$ cat src/hw/rtl/adpcm2_pkg.sv
`default_nettype none
// ----------------------------------------------------------------------------
// adpcm2_pkg
// Shared types and constants for the second-order ADPCM sample decoder:
// coefficient format, register indexes, reset values and operation codes.
// ----------------------------------------------------------------------------
package adpcm2_pkg;

   localparam int SAMPLES_PER_BLOCK_DEFAULT = 4;
   localparam int CODE_BITS_DEFAULT         = 3;

   localparam int COEF_WIDTH  = 18;
   localparam int COEF_FRAC   = 16;
   localparam int NUM_FILTERS = 4;
   localparam int FILT_W      = 2;
   localparam int SHIFT_W     = 4;
   localparam int HEADER_W    = 6;
   localparam int BYTE_W      = 8;
   localparam int DATA_W      = 32;
   localparam int SAMPLE_W    = 16;
   localparam int CSR_IDX_W   = 3;

   // Bit of the register index that selects the second-history bank.
   localparam int CSR_BANK_B_BIT = FILT_W;

   localparam logic signed [DATA_W-1:0] SAT_MAX = 32'sd32767;
   localparam logic signed [DATA_W-1:0] SAT_MIN = -32'sd32768;

   typedef logic signed [COEF_WIDTH-1:0] coef_type;

   localparam coef_type COEF_A_RESET [NUM_FILTERS] = '{
      18'sd0, 18'sd61440, 18'sd124928, 18'sd117760
   };
   localparam coef_type COEF_B_RESET [NUM_FILTERS] = '{
      18'sd0, 18'sd0, -18'sd61440, -18'sd53248
   };

   typedef enum logic {
      OP_START  = 1'b0,
      OP_DECODE = 1'b1
   } op_type;

   function automatic logic signed [SAMPLE_W-1:0] sat16(
      input logic signed [DATA_W-1:0] v
   );
      logic signed [SAMPLE_W-1:0] r;
      if (v > SAT_MAX) begin
         r = SAT_MAX[SAMPLE_W-1:0];
      end else if (v < SAT_MIN) begin
         r = SAT_MIN[SAMPLE_W-1:0];
      end else begin
         r = v[SAMPLE_W-1:0];
      end
      return r;
   endfunction

endpackage
`default_nettype wire

$ cat src/hw/rtl/adpcm_second_order_decoder.sv
// Sample items go from the input register to the result register. Throughput:
// one item per cycle unless a held result stalls; the history, running value
// and block state update in the single decode stage, so each sample feeds the
// next. A start item produces no result and never waits for the result
// register. Reset (synchronous, active high) clears all decode state and
// restores the default filter coefficients.
`default_nettype none
// ----------------------------------------------------------------------------
// adpcm_second_order_decoder
// Second-order ADPCM decoder with four programmable coefficient pairs, block
// headers that select shift and filter type, and a saturated running output.
// ----------------------------------------------------------------------------
module adpcm_second_order_decoder #(
   parameter int SAMPLES_PER_BLOCK = adpcm2_pkg::SAMPLES_PER_BLOCK_DEFAULT,
   parameter int CODE_BITS         = adpcm2_pkg::CODE_BITS_DEFAULT
) (
   input  wire logic                                  clock,
   input  wire logic                                  reset,

   input  wire logic                                  req_valid,
   output logic                                       req_ready,
   input  wire logic                                  req_operation,
   input  wire logic [adpcm2_pkg::BYTE_W-1:0]         req_initial_byte,
   input  wire logic [adpcm2_pkg::HEADER_W-1:0]       req_block_header,
   input  wire logic [CODE_BITS-1:0]                  req_sample_code,
   input  wire logic                                  req_last_in_signal,

   output logic                                       rsp_valid,
   input  wire logic                                  rsp_ready,
   output logic signed [adpcm2_pkg::SAMPLE_W-1:0]     rsp_sample,
   output logic                                       rsp_end_of_signal,

   input  wire logic                                  csr_write_enable,
   input  wire logic [adpcm2_pkg::CSR_IDX_W-1:0]      csr_index,
   input  wire logic [adpcm2_pkg::COEF_WIDTH-1:0]     csr_write_data
);
   import adpcm2_pkg::*;

   localparam int CNT_W = (SAMPLES_PER_BLOCK > 1) ? $clog2(SAMPLES_PER_BLOCK) : 1;
   localparam logic [CNT_W-1:0] CNT_RELOAD = CNT_W'(SAMPLES_PER_BLOCK - 1);

   typedef struct packed {
      op_type                  operation;
      logic [BYTE_W-1:0]       initial_byte;
      logic [HEADER_W-1:0]     block_header;
      logic [CODE_BITS-1:0]    sample_code;
      logic                    last_in_signal;
   } item_type;

   // Coefficient registers.
   coef_type coef_a_ff [NUM_FILTERS];
   coef_type coef_b_ff [NUM_FILTERS];

   // Input register.
   logic     in_valid_ff;
   item_type in_item_ff;

   // Decode state.
   logic signed [DATA_W-1:0] history_one_ff, history_one_in;
   logic signed [DATA_W-1:0] history_two_ff, history_two_in;
   logic signed [DATA_W-1:0] running_ff, running_in;
   logic [CNT_W-1:0]         countdown_ff, countdown_in;
   logic [SHIFT_W-1:0]       shift_ff, shift_in;
   logic [FILT_W-1:0]        filter_ff, filter_in;

   // Result register.
   logic                       out_valid_ff, out_valid_in;
   logic signed [SAMPLE_W-1:0] out_sample_ff, out_sample_in;
   logic                       out_end_ff, out_end_in;

   logic                       advance;
   logic                       is_decode;
   logic [SHIFT_W-1:0]         use_shift;
   logic [FILT_W-1:0]          use_filter;
   logic signed [DATA_W-1:0]   code_ext;
   logic signed [DATA_W-1:0]   resid;
   logic signed [DATA_W-1:0]   prod_a;
   logic signed [DATA_W-1:0]   prod_b;
   logic signed [DATA_W-1:0]   pred_sum;
   logic signed [DATA_W-1:0]   new_hist;
   logic signed [DATA_W-1:0]   new_running;

   // Configuration writes.
   always_ff @(posedge clock) begin
      if (reset) begin
         for (int i = 0; i < NUM_FILTERS; i++) begin
            coef_a_ff[i] <= COEF_A_RESET[i];
            coef_b_ff[i] <= COEF_B_RESET[i];
         end
      end else if (csr_write_enable) begin
         if (csr_index[CSR_BANK_B_BIT]) begin
            coef_b_ff[csr_index[FILT_W-1:0]] <= csr_write_data;
         end else begin
            coef_a_ff[csr_index[FILT_W-1:0]] <= csr_write_data;
         end
      end
   end

   assign is_decode = (in_item_ff.operation == OP_DECODE);
   // A start item needs no room in the result register.
   assign advance   = in_valid_ff && (!is_decode || !out_valid_ff || rsp_ready);
   assign req_ready = !in_valid_ff || advance;

   always_ff @(posedge clock) begin
      if (reset) begin
         in_valid_ff <= 1'b0;
      end else if (req_ready) begin
         in_valid_ff <= req_valid;
      end
   end

   always_ff @(posedge clock) begin
      if (req_ready && req_valid) begin
         in_item_ff.operation      <= op_type'(req_operation);
         in_item_ff.initial_byte   <= req_initial_byte;
         in_item_ff.block_header   <= req_block_header;
         in_item_ff.sample_code    <= req_sample_code;
         in_item_ff.last_in_signal <= req_last_in_signal;
      end
   end

   // Decode datapath: header pickup, residual, prediction and accumulation.
   always_comb begin
      if (countdown_ff == '0) begin
         use_shift  = in_item_ff.block_header[SHIFT_W-1:0];
         use_filter = in_item_ff.block_header[SHIFT_W +: FILT_W];
      end else begin
         use_shift  = shift_ff;
         use_filter = filter_ff;
      end
      code_ext    = DATA_W'($signed(in_item_ff.sample_code));
      resid       = code_ext <<< use_shift;
      // Only the low 32 bits of each product count; products and sum wrap.
      prod_a      = history_one_ff * DATA_W'(coef_a_ff[use_filter]);
      prod_b      = history_two_ff * DATA_W'(coef_b_ff[use_filter]);
      pred_sum    = prod_a + prod_b;
      new_hist    = resid + (pred_sum >>> COEF_FRAC);
      new_running = running_ff + new_hist;
   end

   always_comb begin
      history_one_in = history_one_ff;
      history_two_in = history_two_ff;
      running_in     = running_ff;
      countdown_in   = countdown_ff;
      shift_in       = shift_ff;
      filter_in      = filter_ff;
      out_valid_in   = out_valid_ff && !rsp_ready;
      out_sample_in  = out_sample_ff;
      out_end_in     = out_end_ff;
      if (advance) begin
         if (is_decode) begin
            history_one_in = new_hist;
            history_two_in = history_one_ff;
            running_in     = new_running;
            shift_in       = use_shift;
            filter_in      = use_filter;
            countdown_in   = (countdown_ff == '0) ? CNT_RELOAD : countdown_ff - CNT_W'(1);
            out_valid_in   = 1'b1;
            out_sample_in  = sat16(new_running);
            out_end_in     = in_item_ff.last_in_signal;
         end else begin
            history_one_in = '0;
            history_two_in = '0;
            running_in     = DATA_W'($signed({in_item_ff.initial_byte, 8'h00}));
            countdown_in   = '0;
            shift_in       = '0;
            filter_in      = '0;
         end
      end
   end

   always_ff @(posedge clock) begin
      if (reset) begin
         history_one_ff <= '0;
         history_two_ff <= '0;
         running_ff     <= '0;
         countdown_ff   <= '0;
         shift_ff       <= '0;
         filter_ff      <= '0;
         out_valid_ff   <= 1'b0;
      end else begin
         history_one_ff <= history_one_in;
         history_two_ff <= history_two_in;
         running_ff     <= running_in;
         countdown_ff   <= countdown_in;
         shift_ff       <= shift_in;
         filter_ff      <= filter_in;
         out_valid_ff   <= out_valid_in;
      end
   end

   always_ff @(posedge clock) begin
      out_sample_ff <= out_sample_in;
      out_end_ff    <= out_end_in;
   end

   assign rsp_valid         = out_valid_ff;
   assign rsp_sample        = out_sample_ff;
   assign rsp_end_of_signal = out_end_ff;

endmodule
`default_nettype wire
$ cat config.mk
export PLATFORM = sky130hd
export DESIGN_NAME = adpcm_second_order_decoder
export DESIGN_NICKNAME = d
export VERILOG_FILES = /design/src/hw/rtl/adpcm2_pkg.sv /design/src/hw/rtl/adpcm_second_order_decoder.sv
export SDC_FILE = /design/constraint.sdc
export NUM_CORES = 2
export LEC_CHECK = 0
export BUFFER_PORTS_ARGS = -buffer_cell sky130_fd_sc_hd__buf_2
export CAP_MARGIN = 10
export CORE_MARGIN = 2
export CORE_UTILIZATION = 50
export CTS_BUF_LIST = sky130_fd_sc_hd__clkbuf_4 sky130_fd_sc_hd__clkbuf_8
export CTS_CLUSTER_SIZE = 10
export DETAILED_ROUTE_END_ITERATION = 8
export PLACE_DENSITY = 0.72
export REMOVE_ABC_BUFFERS = 1
export SYNTH_ARGS = -nofsm -noshare
export SYNTH_HDL_FRONTEND = slang
export SYNTH_SLANG_ARGS = --single-unit
$ cat constraint.sdc
create_clock -name clock -period 12.7 [get_ports clock]
set_input_delay 0.635 -clock clock [delete_from_list [all_inputs] [get_ports clock]]
set_output_delay 0.635 -clock clock [all_outputs]
set_load 0.02 [all_outputs]
==> results_dict.tcl <==
set metrics [dict create \
    outcome "finished with violations" \
    violations "negative setup slack" \
    dpl.cell_count 5266 \
    final_net_count 5310 \
    io_pins 64 \
    path_clk_slew_ps 70 \
    setup_ws_ps -402 \
    firstDrtPassIters 5 \
    period_needed_ps 13100 \
    relSlewSlack_pct 35.6 \
    setup_viol 15 \
    required_ps 13090 \
    antenna_found_initial 5 \
    cts_hold_buf 0 \
    synth-main-ff-cell "edfxtp_1" \
    die_w_um 283 \
    cts_buffers 51 \
    grt_pass1_vias 30900 \
    final_common_cell "inv_1" \
    netlist_area_um2 38900 \
    end_kind "flip-flop" \
    fin_cells 5433 \
    drt_wl_total_mm 104 \
    start_kind "flip-flop" \
    clock_path_buffers 3 \
    cp_num_buf_inv 15 \
    cp_top_family "adder cells" \
    die_height_um 283 \
    synthTopCellsByArea "fa_1, edfxtp_1, and2_1" \
    critical_path_class "flip-flop to flip-flop" \
    async_flop_share_pct 0 \
    fmax_ghz 0.0763 \
    routed_via_density 5.38 \
    rows 102 \
    drv_cap 0 \
    core_um2 77200 \
    drive_gt1_share_pct 17.7 \
    nFillCells 6378 \
    hp-class "primary input to flip-flop" \
    final_cell_mix "inv_1, fa_1, nand2_1" \
    syn-instance-count 4049 \
    tightest_slew_ps 962 \
    clk_latency_ps 640 \
    synth_edf_count 180 \
    port_buffers 63 \
    die_area_um2 80000 \
    yosysWarningCount 0 \
    grt-ovfl-total 0 \
    finalCritPeriodShare_pct 103 \
    vias 29200 \
    synth_top_area_share_pct 37.1 \
    ant_nets 0 \
    gp_congestion 0.935 \
    final_hold_viol_count 0 \
    grtUsageTotal_pct 26.6 \
    synth_top_area_cell "fa_1" \
    syn_area_per_cell_um2 9.60 \
    rsz0062_at_grt "true" \
    drt_iter0_drc 2012 \
    drc 0 \
    drt-wirelength-per-cell_um 19.1 \
    cts_tree "yes" \
    grt_max_degree 73 \
    syn_to_final_growth_pct 16.3 \
    cpMaxStageDelayCell "fa_1" \
    h-tree-depth 2 \
    crit_top_cell "fa_1" \
    root_buffer "clkbuf_8" \
    clock_sinks 286 \
    cpPeakStageDelay_ps 600 \
    initial_core_util_pct 50.3 \
    ys_seq_area_share_pct 19.4 \
    ys_seq_elements 286 \
    cp.arrival_ps 13490 \
    grt_pass1_wl_mm 164 \
    dp_hpwl_mm 80.2 \
    final_max_slew_viol_count 0 \
    crit_fanout 8 \
    ys_types 78 \
    finClkSkew_ps 29.2 \
]
==> path summary, 6_finish.rpt <==
| check | startpoint | end | slack [ps] | depth (start not counted) |
|---|---|---|---|---|
| worst max register to register | countdown_ff[1] | rsp_sample[3] | -400 | 55 |
| worst min-delay path | req_initial_byte[7] | in_item_ff[17] | 160 | 1 |
| worst min register to register | in_item_ff[0] | rsp_end_of_signal | 440 | 0 |
| worst max-delay path | countdown_ff[1] | rsp_sample[3] | -400 | 55 |
==> final cells by class <==
cell class              instances  area [µm²]  share of cell area [%]
diodes                          2        5.00                  0.0111
clock buffers                  68         855                    1.89
clock inverters                23         218                   0.482
inverters                     752        2830                    6.25
multi-input cells            2789       28500                    63.1
flip-flops and latches        286        7530                    16.7
well taps                    1040        1300                    2.88
repair buffers                473        3920                    8.67
==> routing by layer <==
metal	track usage (%)	vias up	routed length, µm
li1	-	13000	-
met1	32.2	14900	38600
met2	47.0	1089	52600
met3	4.04	285	7650
met4	11.8	2	5010
met5	0	-	13
==> metrics by stage <==
| stage | setup WS, ps | instance area (µm²) | setup TNS (ps) | util, % | hold slack, ps |
|---|---|---|---|---|---|
| after floorplan | -5230 | 38000 | -215530 | - | 400 |
| after global placement | -912 | 42400 | -14830 | 54.9 | 400 |
| after detailed placement | -1130 | 42400 | -19660 | 54.9 | 425 |
| after CTS | -225 | 44500 | -3200 | 57.6 | 128 |
| after global routing | -832 | 45200 | -12790 | 58.5 | 145 |
| final | -402 | 45200 | -5850 | 58.5 | 164 |
==> Yosys cell counts (26+ instances only) <==
cell type and n:
clkbuf_1 195, fa_1 721, a21oi_1 130, nand3_1 51, and2_1 460, xnor2_1 95, ha_1 191, o21ai_0 35
xor2_1 26, edfxtp_1 180, nor2_1 134, dfxtp_1 106, inv_1 750, nand2_1 581
==> what timing repair did <==
action,4_1_cts,5_1_grt
gates cloned,6,3
buffers inserted,46,19
setup endpoints to repair,25,23
pin swaps,93,87
gates resized for setup,115,108
==> cells by family after synthesis <==
group / share of synthesized area, %
xor gates and xnor gates: 2.78
and+or+nand+nor: 17.2
DFF: 19.4
muxes: 2.01
AOI/OAI and AO/OA: 5.77
adders and majority gates: 43.3
buffers and inverters: 9.57
==> registers in the layout, indices dropped and copies added (netlist names), 2 cells and up <==
name	count
code_ext	3
coef_a_ff	72
coef_b_ff	72
countdown_ff	2
filter_ff	2
history_one_ff	32
history_two_ff	32
in_item_ff	15
rsp_sample	16
running_ff	32
shift_ff	4
Power is left out: the tool's default activity adds up to more than one toggle a clock period on the data nets, which glitch-free logic cannot reach.
